===== src/hw/rtl/rclen_pkg.sv =====
`timescale 1ns / 1ps
// ----------------------------------------------------------------------------
// Reciprocal cycle length - package
// Widths, microcode word layout and the control program.
// ----------------------------------------------------------------------------
package rclen_pkg;

  localparam int unsigned DIV_W  = 10;  // divisor and remainder
  localparam int unsigned STEP_W = 11;  // digit step count, table entries
  localparam int unsigned PROD_W = 14;  // 10 * remainder
  localparam int unsigned DATA_W = 16;  // tdata, padded to bytes
  localparam int unsigned PC_W   = 4;

  typedef enum logic [2:0] {
    OP_IDLE,
    OP_CLEAR,
    OP_INIT,
    OP_READ,
    OP_CHECK,
    OP_REDUCE,
    OP_OUT
  } uop_e;

  typedef enum logic [2:0] {
    C_NEVER,
    C_ALWAYS,
    C_NO_INPUT,
    C_CLR_BUSY,
    C_BAD,
    C_REM_ZERO,
    C_SEEN,
    C_OUT_FULL
  } ucond_e;

  typedef struct packed {
    uop_e        op;
    logic [1:0]  sh;      // reduce step: subtract divisor << sh
    ucond_e      cond;
    logic [PC_W-1:0] target;
  } uword_t;

  typedef struct packed {
    logic no_input;
    logic clr_busy;
    logic bad;
    logic rem_zero;
    logic seen;
    logic out_full;
  } uflags_t;

  localparam logic [PC_W-1:0] PC_IDLE  = 4'd0;
  localparam logic [PC_W-1:0] PC_CLEAR = 4'd1;
  localparam logic [PC_W-1:0] PC_READ  = 4'd3;
  localparam logic [PC_W-1:0] PC_OUT   = 4'd9;
  localparam logic [PC_W-1:0] PC_LAST  = PC_OUT;

  // Control program: jump to target when cond holds, else fall through.
  function automatic uword_t ucode(input logic [PC_W-1:0] pc);
    uword_t w;
    w = '{op: OP_IDLE, sh: 2'd0, cond: C_NEVER, target: PC_IDLE};
    case (pc)
      4'd0: w = '{op: OP_IDLE,   sh: 2'd0, cond: C_NO_INPUT, target: PC_IDLE};
      4'd1: w = '{op: OP_CLEAR,  sh: 2'd0, cond: C_CLR_BUSY, target: PC_CLEAR};
      4'd2: w = '{op: OP_INIT,   sh: 2'd0, cond: C_BAD,      target: PC_OUT};
      4'd3: w = '{op: OP_READ,   sh: 2'd0, cond: C_REM_ZERO, target: PC_OUT};
      4'd4: w = '{op: OP_CHECK,  sh: 2'd0, cond: C_SEEN,     target: PC_OUT};
      4'd5: w = '{op: OP_REDUCE, sh: 2'd3, cond: C_NEVER,    target: PC_IDLE};
      4'd6: w = '{op: OP_REDUCE, sh: 2'd2, cond: C_NEVER,    target: PC_IDLE};
      4'd7: w = '{op: OP_REDUCE, sh: 2'd1, cond: C_NEVER,    target: PC_IDLE};
      4'd8: w = '{op: OP_REDUCE, sh: 2'd0, cond: C_ALWAYS,   target: PC_READ};
      4'd9: w = '{op: OP_OUT,    sh: 2'd0, cond: C_OUT_FULL, target: PC_OUT};
      default: w = '{op: OP_IDLE, sh: 2'd0, cond: C_ALWAYS,  target: PC_IDLE};
    endcase
    return w;
  endfunction

endpackage


===== src/hw/rtl/rclen_useq.sv =====
`timescale 1ns / 1ps
// ----------------------------------------------------------------------------
// Reciprocal cycle length - microsequencer
// Program counter, control ROM and conditional branch.
// ----------------------------------------------------------------------------
module rclen_useq (
  input  logic             clk_i,
  input  logic             rst_ni,
  input  rclen_pkg::uflags_t flags_i,
  output rclen_pkg::uword_t  uword_o
);
  import rclen_pkg::*;

  logic [PC_W-1:0] pc_q, pc_d;
  uword_t          uw;
  logic            take;

  assign uw      = ucode(pc_q);
  assign uword_o = uw;

  always_comb begin
    unique case (uw.cond)
      C_NEVER:    take = 1'b0;
      C_ALWAYS:   take = 1'b1;
      C_NO_INPUT: take = flags_i.no_input;
      C_CLR_BUSY: take = flags_i.clr_busy;
      C_BAD:      take = flags_i.bad;
      C_REM_ZERO: take = flags_i.rem_zero;
      C_SEEN:     take = flags_i.seen;
      C_OUT_FULL: take = flags_i.out_full;
      default:    take = 1'b0;
    endcase
    if (take) begin
      pc_d = uw.target;
    end else if (pc_q == PC_LAST) begin
      pc_d = PC_IDLE;
    end else begin
      pc_d = pc_q + 1'b1;
    end
  end

  always_ff @(posedge clk_i or negedge rst_ni) begin
    if (!rst_ni) begin
      pc_q <= PC_IDLE;
    end else begin
      pc_q <= pc_d;
    end
  end

endmodule


===== config.mk =====
export PLATFORM = sky130hd
export DESIGN_NAME = rclen_useq
export DESIGN_NICKNAME = d
export VERILOG_FILES = /design/src/hw/rtl/rclen_pkg.sv /design/src/hw/rtl/rclen_useq.sv
export SDC_FILE = /design/constraint.sdc
export NUM_CORES = 1
export LEC_CHECK = 0
export BUFFER_PORTS_ARGS = -buffer_cell sky130_fd_sc_hd__buf_4
export CELL_PAD_IN_SITES_DETAIL_PLACEMENT = 0
export CELL_PAD_IN_SITES_GLOBAL_PLACEMENT = 2
export CORE_ASPECT_RATIO = 1.25
export CORE_MARGIN = 1
export CORE_UTILIZATION = 24
export DETAILED_ROUTE_END_ITERATION = 16
export GPL_TIMING_DRIVEN = 0
export PLACE_DENSITY = 0.76
export SKIP_CTS_REPAIR_TIMING = 1
export SLEW_MARGIN = 20
export SYNTH_ARGS = -nofsm -noshare
export SYNTH_HDL_FRONTEND = slang
export SYNTH_SLANG_ARGS = --single-unit

===== constraint.sdc =====
create_clock -name clk_i -period 2.5 [get_ports clk_i]
set_input_delay 0.375 -clock clk_i [delete_from_list [all_inputs] [get_ports clk_i]]
set_output_delay 0.375 -clock clk_i [all_outputs]
set_load 0.01 [all_outputs]

==> results of run 1 <==
[cells in the mapped netlist]
library cell / number / area share, %
nand2_2: 1 / 1.3
a22o_1: 2 / 3.6
dfrtp_1: 4 / 21
o21ai_2: 1 / 1.8
o22a_1: 1 / 1.8
mux2i_1: 3 / 6.2
nor2b_1: 2 / 2.6
a21oi_1: 3 / 3.1
buf_2: 1 / 1.0
a22oi_1: 1 / 1.5
ha_1: 4 / 10
clkbuf_1: 1 / 0.77
and2_1: 2 / 2.6
xor2_1: 1 / 1.8
o41ai_1: 1 / 1.8
buf_4: 2 / 3.1
xnor2_1: 1 / 1.8
a22oi_2: 1 / 2.6
nand2b_1: 1 / 1.3
nor2_1: 5 / 3.9
nand2_1: 6 / 4.6
o21ai_0: 5 / 5.1
nand3b_1: 1 / 1.5
mux2_4: 2 / 6.2
o22ai_1: 1 / 1.3
nor4b_1: 1 / 1.8
conb_1: 1 / 0.77
inv_1: 5 / 3.9
a21o_1: 1 / 1.5
[cell families after synthesis]
kind of cell               Yosys count  synth area share (%)
xor gates and xnor gates             2                  3.60
DFF                                  4                  20.6
muxes                                5                  12.3
adders and majority gates            4                  10.3
AOI/OAI and AO/OA                   17                  24.2
other                                1                 0.770
buffers and inverters                9                  8.74
and+or+nand+nor                     19                  19.5
[per-stage QoR]
step	hold slack, ns	instances	setup WS, ns	util (%)	instance area, um^2
detailed placement	0.171	98	0.0856	35.3	646
global route	0.501	103	0.0664	37.5	686
floorplan	0.0794	61	0.303	-	487
global placement	0.170	98	0.0798	35.3	646
finish	0.484	103	0.192	37.5	686
CTS	-0.0711	101	0.0716	36.5	668
[final timing paths]
| kind | end | slack, ns |
|---|---|---|
| setup / recovery | pc_q[0] | 0.19 |
| hold / removal | pc_q[2] | 0.48 |
| min in group clk_i | pc_q[3] | 0.55 |
| hold reg to reg | pc_q[0] | 0.82 |
| setup reg to reg | pc_q[0] | 0.19 |
| max in group asynchronous | pc_q[3] | 1.92 |
[cells in the final DEF, fill, tap and decap left out, types with 2 or more instances in the layout]
| master | n |
|---|---|
| clkbuf_4 | 3 |
| mux2_4 | 2 |
| and2_1 | 2 |
| ha_1 | 4 |
| nor2_1 | 5 |
| inv_1 | 4 |
| nor2b_1 | 2 |
| a21oi_1 | 3 |
| dfrtp_1 | 4 |
| o21ai_0 | 5 |
| buf_4 | 21 |
| mux2i_1 | 3 |
| nand2_1 | 6 |
| a22o_1 | 2 |
[per-layer routing]
| layer | global-route usage (%) | wire length, um |
|---|---|---|
| met1 | 14.2 | 532 |
| met4 | 3.13 | 0 |
| met3 | 0.345 | 57 |
| met5 | 0 | 0 |
| met2 | 21.3 | 644 |
[power by group through the flow]
stage	registers, mW	logic [mW]	clock network (mW)
floorplan	0.124	0.508	0
global placement	0.140	0.757	0
detailed placement	0.139	0.756	0
CTS	0.138	0.760	0.0784
global route	0.145	0.847	0.0808
finish	0.139	0.766	0.0758
[cell type report]
| cell class | count | area, um^2 | area share (%) |
|---|---|---|---|
| buffer | 4 | 23.8 | 3.47 |
| clock buffer | 3 | 22.5 | 3.28 |
| inverter | 5 | 18.8 | 2.74 |
| multi-input combinational | 48 | 344 | 50.2 |
| sequential | 4 | 100 | 14.6 |
| tap | 19 | 23.8 | 3.47 |
| timing repair buffer | 20 | 153 | 22.3 |
==> PnR_summary.wiki, run 1 <==
{| class="wikitable"
! Metric !! Value
|-
| Result of the run || finished, final reports clean
|-
| Number of standard cells after synthesis || 61
|-
| Final HPWL from detailed placement || 965 um
|-
| Slew @ Worst Pin || 0.495 ns
|-
| Number of remaining DRC errors || 0
|-
| Global route overflow || 0
|-
| PnR Total Power || 0.981 mW
|-
| Number of register bits inferred by synthesis || 4
|-
| Synth warnings || 0
|-
| Fraction of power consumed by the clock network || 7.7%
|-
| Buffers on Ports || 18
|-
| Critical Path Sink Type || flop
|-
| Number of filler instances in the final layout || 211
|-
| Largest delay contributor family on the critical path || multiplexers
|-
| Root buffer cell || clkbuf_4
|-
| Slew margin rel. || 66.6%
|-
| Time the worst path needs with I/O delays and setup || 2.31 ns
|-
| Slowest-stage cell, CP || dfrtp_1
|-
| Summed instance area of the synthesized netlist || 487 um^2
|-
| Routed vias || 489
|-
| Startpoint Class || flop
|-
| Maximum ir drop on the vdd rail || 0.343 mV
|-
| Starting DRT DRC Count || 5
|-
| Seq/Total Area, Yosys || 20.6%
|-
| Stage delay of the slowest cell on the critical path || 0.44 ns
|-
| Final hold viol count || 0
|-
| Final Setup Violations || 0
|-
| Critical path depth in cells || 8
|-
| Worst Skew || 0.00136 ns
|-
| Share of power burned in combinational logic || 78.1%
|-
| RSZ-0062 raised after global routing || no
|-
| Post-layout nets || 98
|-
| Yosys cell types || 29
|-
| Final setup TNS || 0 ns
|-
| Vias/cell || 4.75
|-
| Data required time of the worst path || 2.61 ns
|-
| Synthesized Nets || 73
|-
| # H-tree levels || 1
|-
| Power spent charging and discharging nets || 0.448 mW
|-
| Cell occurring most often along the worst timing path || mux2_4
|-
| Number of clock sinks || 4
|-
| Die Outline Area || 2210 um^2
|-
| Leakage || 0.360 nW
|-
| Final worst-path cycle share || 92.3%
|-
| Standard-cell rows || 17
|-
| Highest net fanout along the worst path || 7
|-
| Clock buffer count from CTS || 3
|-
| Slew Limit Fails || 0
|-
| Wire length of the first global-routing pass || 1950 um
|-
| Critical path origin || pc_q[1]
|-
| Cells traversed along the worst timing path || inv_2 -> ha_1 -> mux2i_1 -> o21ai_2 -> mux2_4 -> a22oi_2 -> nand2_2 -> mux2_4
|-
| Top Registers || pc_q x4
|-
| Length in cells of the worst reg-to-reg path || 8
|-
| Average cell area after synthesis || 7.98 um^2
|-
| Maximum root-to-sink buffer count || 2
|-
| Sequential power share || 14.1%
|-
| Core outline area || 1830 um^2
|-
| Largest register FFs || 4
|-
| Top-Level Pins || 20
|-
| DR pass1 iterations || 3
|-
| Proportion of total power due to net switching || 45.7%
|-
| Total global routing track utilization || 11.4%
|-
| Maximum number of pins on one net before global-route repair || 11
|-
| Routed Wire Length || 1230 um
|-
| Max-capacitance violation count || 0
|-
| Initial cell density of the core || 26.6%
|-
| Routability-driven placement congestion ratio || 0.735
|-
| Critical path arrival || 2.42 ns
|-
| Horizontal die dimension || 42.3 um
|-
| Clock-pin transition on the worst setup and hold timing paths || 0.04 ns
|-
| Fmax || 0.433 GHz
|-
| Worst Setup Path Type || flop to flop
|-
| Ratio of cells with drive above 1 in the final layout || 36.9%
|-
| Power per standard cell area || 1430 nW/um^2
|-
| Launching point of the worst reg2reg path || pc_q[1]
|-
| Initial antenna violation count || 0
|-
| Largest register by flop count || pc_q
|-
| Clock tree from TritonCTS || yes
|-
| Clock latency on the worst-skew pair || 0.23 ns
|-
| Die extent in y || 52.4 um
|-
| Int Pwr || 0.532 mW
|-
| Number of antenna diodes || 0
|-
| Average detailed-routed wire length per instance || 12.0 um
|-
| Layout-stage area growth over the synthesis result || 40.9%
|-
| Critical path buffers and inverters || 1
|-
| Vias in the first global route || 477
|-
| Remaining antenna violation count || 0
|-
| Hold crit path type || input pin to async pin
|}
Note: power is estimated with default switching activity, not from simulation.
==> run 2, diff against run 1 <==
--- a/config.mk
+++ b/config.mk
@@ -10,10 +10,10 @@
 export CELL_PAD_IN_SITES_GLOBAL_PLACEMENT = 2
 export CORE_ASPECT_RATIO = 1.25
 export CORE_MARGIN = 1
-export CORE_UTILIZATION = 24
+export CORE_UTILIZATION = 26
 export DETAILED_ROUTE_END_ITERATION = 16
 export GPL_TIMING_DRIVEN = 0
-export PLACE_DENSITY = 0.76
+export PLACE_DENSITY = 0.81
 export SKIP_CTS_REPAIR_TIMING = 1
 export SLEW_MARGIN = 20
 export SYNTH_ARGS = -nofsm -noshare
==> constraint.sdc (replaced) <==
create_clock -name clk_i -period 2.9 [get_ports clk_i]
set_input_delay 0.435 -clock clk_i [delete_from_list [all_inputs] [get_ports clk_i]]
set_output_delay 0.435 -clock clk_i [all_outputs]
set_load 0.01 [all_outputs]
==> run 2 against run 1 <==
Effect of this change: core utilization is 0.93 points higher; sequential power shrank 14%; clock-buffer cell count stayed put; clock power decreased by 9.9%; clock skew up 0.00094 ns; critical path depth stayed put; non-clock buffer count shrank 1; setup slack better by 0.29 ns; critical endpoint unchanged.
==> PnR_summary.wiki, run 2 (synthesis gave the netlist of run 1 again) <==
{| class="wikitable"
! Metric !! Value
|-
| Result of the run || finished, final reports clean
|-
| Cells traversed along the worst timing path || inv_1 -> ha_1 -> mux2i_1 -> o21ai_2 -> mux2_4 -> a22oi_2 -> nand2_2 -> mux2_4
|-
| Starting DRT DRC Count || 6 (+1)
|-
| Final setup TNS || 0 ns (unchanged)
|-
| # H-tree levels || 1 (unchanged)
|-
| Worst Setup Path Type || flop to flop
|-
| Clock tree from TritonCTS || yes
|-
| Maximum root-to-sink buffer count || 2 (unchanged)
|-
| Fraction of power consumed by the clock network || 8.2% (+0.5 points)
|-
| Standard-cell rows || 17 (unchanged)
|-
| Number of clock sinks || 4 (unchanged)
|-
| RSZ-0062 raised after global routing || no
|-
| Maximum number of pins on one net before global-route repair || 11 (unchanged)
|-
| Initial antenna violation count || 0 (unchanged)
|-
| Final Worst Setup Slack || 0.482 ns (+0.290 ns)
|-
| Startpoint Class || flop
|-
| Routed vias || 496 (+1.4%)
|-
| Power per standard cell area || 1230 nW/um^2 (-14%)
|-
| Maximum ir drop on the vdd rail || 0.458 mV (+34%)
|-
| Global route overflow || 0 (unchanged)
|-
| Setup slack after placement || 0.480 ns (+0.394 ns)
|-
| PnR Total Power || 0.832 mW (-15%)
|-
| Core outline area || 1770 um^2 (-3.5%)
|-
| Largest register FFs || 4 (unchanged)
|-
| Final core area utilization || 38.4% (+0.93 points)
|-
| Number of filler instances in the final layout || 200 (-5.2%)
|-
| Sequential power share || 14.3% (+0.2 points)
|-
| Final hold viol count || 0 (unchanged)
|-
| Clock-pin transition on the worst setup and hold timing paths || 0.04 ns (about the same)
|-
| Clock buffer count from CTS || 3 (unchanged)
|-
| Share of power burned in combinational logic || 77.5% (-0.6 points)
|-
| Highest net fanout along the worst path || 7 (unchanged)
|-
| Area of all placed cells without fillers || 678 um^2 (-1.1%)
|-
| Power spent charging and discharging nets || 0.386 mW (-14%)
|-
| Int Pwr || 0.447 mW (-16%)
|-
| Post-layout nets || 97 (-1.0%)
|-
| Fmax || 0.414 GHz (-4.5%)
|-
| Hold crit path type || input pin to async pin
|-
| Standard cell area after detailed placement || 646 um^2 (unchanged)
|-
| Final Setup Violations || 0 (unchanged)
|-
| Commonest non-fill, non-tap cell in the layout || buf_4
|-
| Critical path buffers and inverters || 1 (unchanged)
|-
| Vias in the first global route || 500 (+4.8%)
|-
| Final worst-path cycle share || 83.4% (-8.9 points)
|-
| Remaining antenna violation count || 0 (unchanged)
|-
| Cell occurring most often along the worst timing path || mux2_4
|-
| Slew Limit Fails || 0 (unchanged)
|-
| Most frequent cells in the layout || 20 x buf_4, 6 x nand2_1, 5 x inv_1, 5 x nor2_1, 5 x o21ai_0
|-
| Stage delay of the slowest cell on the critical path || 0.44 ns (about the same)
|-
| Root buffer cell || clkbuf_4
|-
| Ratio of cells with drive above 1 in the final layout || 34.9% (-2.0 points)
|-
| Worst Skew || 0.00230 ns (+0.000937 ns)
|-
| Horizontal die dimension || 40.7 um (-3.7%)
|-
| Number of antenna diodes || 0 (unchanged)
|-
| Die extent in y || 50.4 um (-3.8%)
|-
| Die Outline Area || 2050 um^2 (-7.4%)
|-
| Top Registers || pc_q x4
|-
| Initial cell density of the core || 27.6% (+0.96 points)
|-
| Critical path arrival || 2.53 ns (+0.11 ns)
|-
| Vias/cell || 4.86 (+2.4%)
|-
| Max-capacitance violation count || 0 (unchanged)
|-
| DR pass1 iterations || 4 (+1)
|-
| Largest delay contributor family on the critical path || multiplexers
|-
| Number of remaining DRC errors || 0 (unchanged)
|-
| Slowest-stage cell, CP || dfrtp_1
|-
| Routed Wire Length || 1250 um (+1.4%)
|-
| Total global routing track utilization || 14.0% (+2.6 points)
|-
| Leakage || 0.355 nW (-1.4%)
|-
| Average detailed-routed wire length per instance || 12.3 um (+2.4%)
|-
| Wire length of the first global-routing pass || 2000 um (+2.5%)
|-
| Top-Level Pins || 20 (unchanged)
|-
| Final HPWL from detailed placement || 939 um (-2.7%)
|-
| Clock latency on the worst-skew pair || 0.23 ns (about the same)
|-
| Data required time of the worst path || 3.01 ns (+0.40 ns)
|-
| Critical Path Sink Type || flop
|-
| Layout-stage area growth over the synthesis result || 39.3%
|-
| Proportion of total power due to net switching || 46.3% (+0.65 points)
|-
| Time the worst path needs with I/O delays and setup || 2.42 ns (+0.110 ns)
|-
| Largest register by flop count || pc_q
|-
| Buffers on Ports || 18 (unchanged)
|-
| Routability-driven placement congestion ratio || 0.741 (+0.83%)
|}
## run 2: cell count changes in the layout (fill, tap and decap cells not counted)
cell	change
buf_4	-1
inv_1	+1
inv_2	-1
## run 2: layout make-up
type | count | area, um^2 | share of cell area [%]
multi-input cells | 48 | 344 | 50.7
repair buffers | 19 | 145 | 21.4
flip-flops and latches | 4 | 100 | 14.8
plain buffers | 4 | 23.8 | 3.51
well taps | 19 | 23.8 | 3.51
clock buffers | 3 | 22.5 | 3.32
inverters | 5 | 18.8 | 2.77
## run 2: per-layer routing
layer  vias to the layer above  track usage, %  part of all wire (%)
met2                        21            24.6                    51
met4                         0            6.67                  0.88
li1                        254               -                     -
met1                       219            15.4                    41
met5                         -               0                     0
met3                         2            1.33                   7.4
## run 2: per-stage QoR
stage / hold WS [ns] / instances
2_1_floorplan: 0.139 / 61
3_3_place_gp: 0.230 / 98
6_report: 0.535 / 102
4_1_cts: -0.0160 / 101
3_5_place_dp: 0.231 / 98
5_1_grt: 0.548 / 102
## run 2: power groups by stage
stage	clock, mW	sequential, mW	combinational, mW
after floorplan	0	0.107	0.438
after global placement	0	0.121	0.650
after detailed placement	0	0.121	0.647
after CTS	0.0696	0.120	0.651
after global routing	0.0731	0.124	0.715
final	0.0683	0.119	0.645
## run 2: worst paths after layout
kind	startpoint	end	slack, ns	cells after the start
min in group clk_i	flags_i[5]	pc_q[3]	0.61	3
worst max register to register	pc_q[1]	pc_q[0]	0.48	8
max in group asynchronous	rst_ni	pc_q[0]	2.27	2
worst max-delay path	pc_q[1]	pc_q[0]	0.48	8
worst min register to register	pc_q[1]	pc_q[2]	0.83	4
worst min-delay path	rst_ni	pc_q[1]	0.53	2
==> run 3, diff against run 2 <==
--- a/config.mk
+++ b/config.mk
@@ -10,10 +10,10 @@
 export CELL_PAD_IN_SITES_GLOBAL_PLACEMENT = 2
 export CORE_ASPECT_RATIO = 1.25
 export CORE_MARGIN = 1
-export CORE_UTILIZATION = 26
+export CORE_UTILIZATION = 22
 export DETAILED_ROUTE_END_ITERATION = 16
 export GPL_TIMING_DRIVEN = 0
-export PLACE_DENSITY = 0.81
+export PLACE_DENSITY = 0.73
 export SKIP_CTS_REPAIR_TIMING = 1
 export SLEW_MARGIN = 20
 export SYNTH_ARGS = -nofsm -noshare
==> constraint.sdc (replaced) <==
create_clock -name clk_i -period 2.05 [get_ports clk_i]
set_input_delay 0.3075 -clock clk_i [delete_from_list [all_inputs] [get_ports clk_i]]
set_output_delay 0.3075 -clock clk_i [all_outputs]
set_load 0.01 [all_outputs]
==> run 3 against run 2 <==
Effect of this change: the flow now finishes with violations (DRC); sequential cell count stayed put; die area rose by 17%; final cell count up 8.8%; clock-buffer cell count is 1 higher; critical endpoint unchanged; highest routed layer unchanged.
==> PnR_summary.wiki, run 3 (synthesis gave the netlist of run 1 again) <==
{| class="wikitable"
! Metric !! Value
|-
| Result of the run || finished, violations left
|-
| Violated checks || DRC
|-
| Critical path arrival || 2.16 ns (-0.37 ns)
|-
| Largest register by flop count || pc_q
|-
| Die extent in y || 54.6 um (+8.4%)
|-
| Most frequent cells in the layout || 27 x buf_4, 6 x nand2_1, 5 x nor2_1
|-
| Average detailed-routed wire length per instance || 12.7 um (+3.9%)
|-
| Final HPWL from detailed placement || 1020 um (+8.6%)
|-
| Critical Path Sink Type || flop
|-
| Horizontal die dimension || 44.1 um (+8.3%)
|-
| Routability-driven placement congestion ratio || 0.684 (-7.6%)
|-
| Max-capacitance violation count || 0 (unchanged)
|-
| Fmax || 0.490 GHz (+19%)
|-
| Int Pwr || 0.780 mW (+75%)
|-
| # H-tree levels || 1 (unchanged)
|-
| Startpoint Class || flop
|-
| Worst Setup Path Type || flop to flop
|-
| Clock tree from TritonCTS || yes
|-
| Fraction of power consumed by the clock network || 7.5% (-0.7 points)
|-
| Final hold viol count || 0 (unchanged)
|-
| Slew margin rel. || 65.1%
|-
| Hold crit path type || input pin to async pin
|-
| Maximum number of pins on one net before global-route repair || 11 (unchanged)
|-
| Initial cell density of the core || 24.0% (-3.6 points)
|-
| Ratio of cells with drive above 1 in the final layout || 47.3% (+12 points)
|-
| Leakage || 0.390 nW (+9.7%)
|-
| Share of power burned in combinational logic || 78.8% (+1.3 points)
|-
| Vias/cell || 4.74 (-2.6%)
|-
| Number of remaining DRC errors || 2 (+2)
|-
| Die Outline Area || 2410 um^2 (+17%)
|-
| Largest register FFs || 4 (unchanged)
|-
| Layout-stage area growth over the synthesis result || 62.5%
|-
| Clock latency on the worst-skew pair || 0.24 ns (about the same)
|-
| Number of clock sinks || 4 (unchanged)
|-
| Clock-pin transition on the worst setup and hold timing paths || 0.04 ns (about the same)
|-
| Commonest non-fill, non-tap cell in the layout || buf_4
|-
| Slew Limit Fails || 0 (unchanged)
|-
| Final worst-path cycle share || 99.5% (+16 points)
|-
| Number of antenna diodes || 0 (unchanged)
|-
| Starting DRT DRC Count || 6 (unchanged)
|-
| Global route overflow || 0 (unchanged)
|-
| Final core area utilization || 39.0% (+0.60 points)
|-
| Routed vias || 526 (+6.0%)
|-
| PnR Total Power || 1.41 mW (+69%)
|-
| Top Registers || pc_q x4
|-
| Remaining antenna violation count || 0 (unchanged)
|-
| Buffers on Ports || 18 (unchanged)
|-
| Worst Skew || 0.00918 ns (+0.00688 ns)
|-
| Proportion of total power due to net switching || 44.6% (-1.7 points)
|-
| Clock buffer count from CTS || 3 (unchanged)
|-
| Sequential power share || 13.8% (-0.5 points)
|-
| RSZ-0062 raised after global routing || yes
|-
| Maximum ir drop on the vdd rail || 0.597 mV (+31%)
|-
| Time the worst path needs with I/O delays and setup || 2.04 ns (-0.378 ns)
|-
| Post-layout nets || 104 (+7.2%)
|-
| DR pass1 iterations || 9 (+5)
|-
| Power per standard cell area || 1780 nW/um^2 (+45%)
|-
| Wire length of the first global-routing pass || 2130 um (+6.5%)
|-
| Maximum root-to-sink buffer count || 2 (unchanged)
|-
| Core outline area || 2030 um^2 (+15%)
|-
| Data required time of the worst path || 2.17 ns (-0.84 ns)
|-
| Power spent charging and discharging nets || 0.628 mW (+63%)
|-
| Highest net fanout along the worst path || 7 (unchanged)
|-
| Total global routing track utilization || 12.5% (-1.5 points)
|-
| Routed Wire Length || 1410 um (+13%)
|-
| Standard-cell rows || 18 (+1)
|-
| Final Setup Violations || 0 (unchanged)
|-
| Initial antenna violation count || 0 (unchanged)
|-
| Root buffer cell || clkbuf_4
|-
| Slew @ Worst Pin || 0.516 ns
|-
| Vias in the first global route || 465 (-7.0%)
|-
| Top-Level Pins || 20 (unchanged)
|}
-- run 3: changes by cell type in the layout (fill, tap and decap cells not counted), sizes merged --
| cell | change |
|---|---|
| buf | +7 |
| clkbuf | +1 |
| clkinv | +1 |
| inv | -1 |
-- run 3: cell type report --
cell class | instances | area [um^2]
plain buffers | 4 | 23.8
multi-input cells | 48 | 389
repair buffers | 26 | 198
flip-flops and latches | 4 | 103
inverters | 5 | 26.3
clock buffers | 4 | 26.3
well taps | 20 | 25.0
fillers | 222 | 1240
-- run 3: worst max-delay path: stages (launching register included) --
cell and delay (ns):
dfrtp_2 0.48, inv_4 0.12, ha_4 0.14, nand3b_1 0.15
o21ai_4 0.14, mux2_4 0.32, a22oi_2 0.16, nand2_2 0.10
mux2_4 0.30
-- run 3: routing by layer --
metal / share of wire, % / vias to the layer above / global-route usage [%] / wire [um]
met1: 44 / 238 / 13.9 / 623
met4: 1.3 / 0 / 6.06 / 19
li1: - / 272 / - / -
met2: 50 / 14 / 22.3 / 710
met3: 4.2 / 2 / 2.64 / 60
met5: 0 / - / 0 / 0
-- run 3: worst paths after layout --
check / slack, ns / start / cells past startpoint / to
max: 0.01 / pc_q[0] / 8 / pc_q[0]
min: 0.40 / rst_ni / 2 / pc_q[0]
max reg2reg: 0.01 / pc_q[0] / 8 / pc_q[0]
min reg2reg: 0.80 / pc_q[0] / 2 / pc_q[0]
max in group asynchronous: 1.53 / rst_ni / 2 / pc_q[1]
min in group clk_i: 0.47 / flags_i[5] / 3 / pc_q[3]
-- run 3: power groups by stage --
stage	Combinational [mW]	Sequential (mW)	Clock, mW
4_1_cts	0.969	0.185	0.110
3_3_place_gp	0.973	0.186	0
3_5_place_dp	0.967	0.185	0
6_report	1.11	0.194	0.105
5_1_grt	1.23	0.199	0.118
2_1_floorplan	0.659	0.166	0
-- run 3: metrics by stage --
step | instances | area [um^2] | hold slack [ns] | setup WS [ns] | TNS, ns
final | 111 | 791 | 0.401 | 0.0106 | 0
after global placement | 99 | 672 | 0.102 | -0.238 | -0.402
after global routing | 111 | 791 | 0.408 | -0.0902 | -0.260
after floorplan | 61 | 512 | 0.0119 | 0.000461 | 0
after detailed placement | 99 | 672 | 0.104 | -0.238 | -0.413
after CTS | 103 | 698 | -0.151 | -0.237 | -0.429
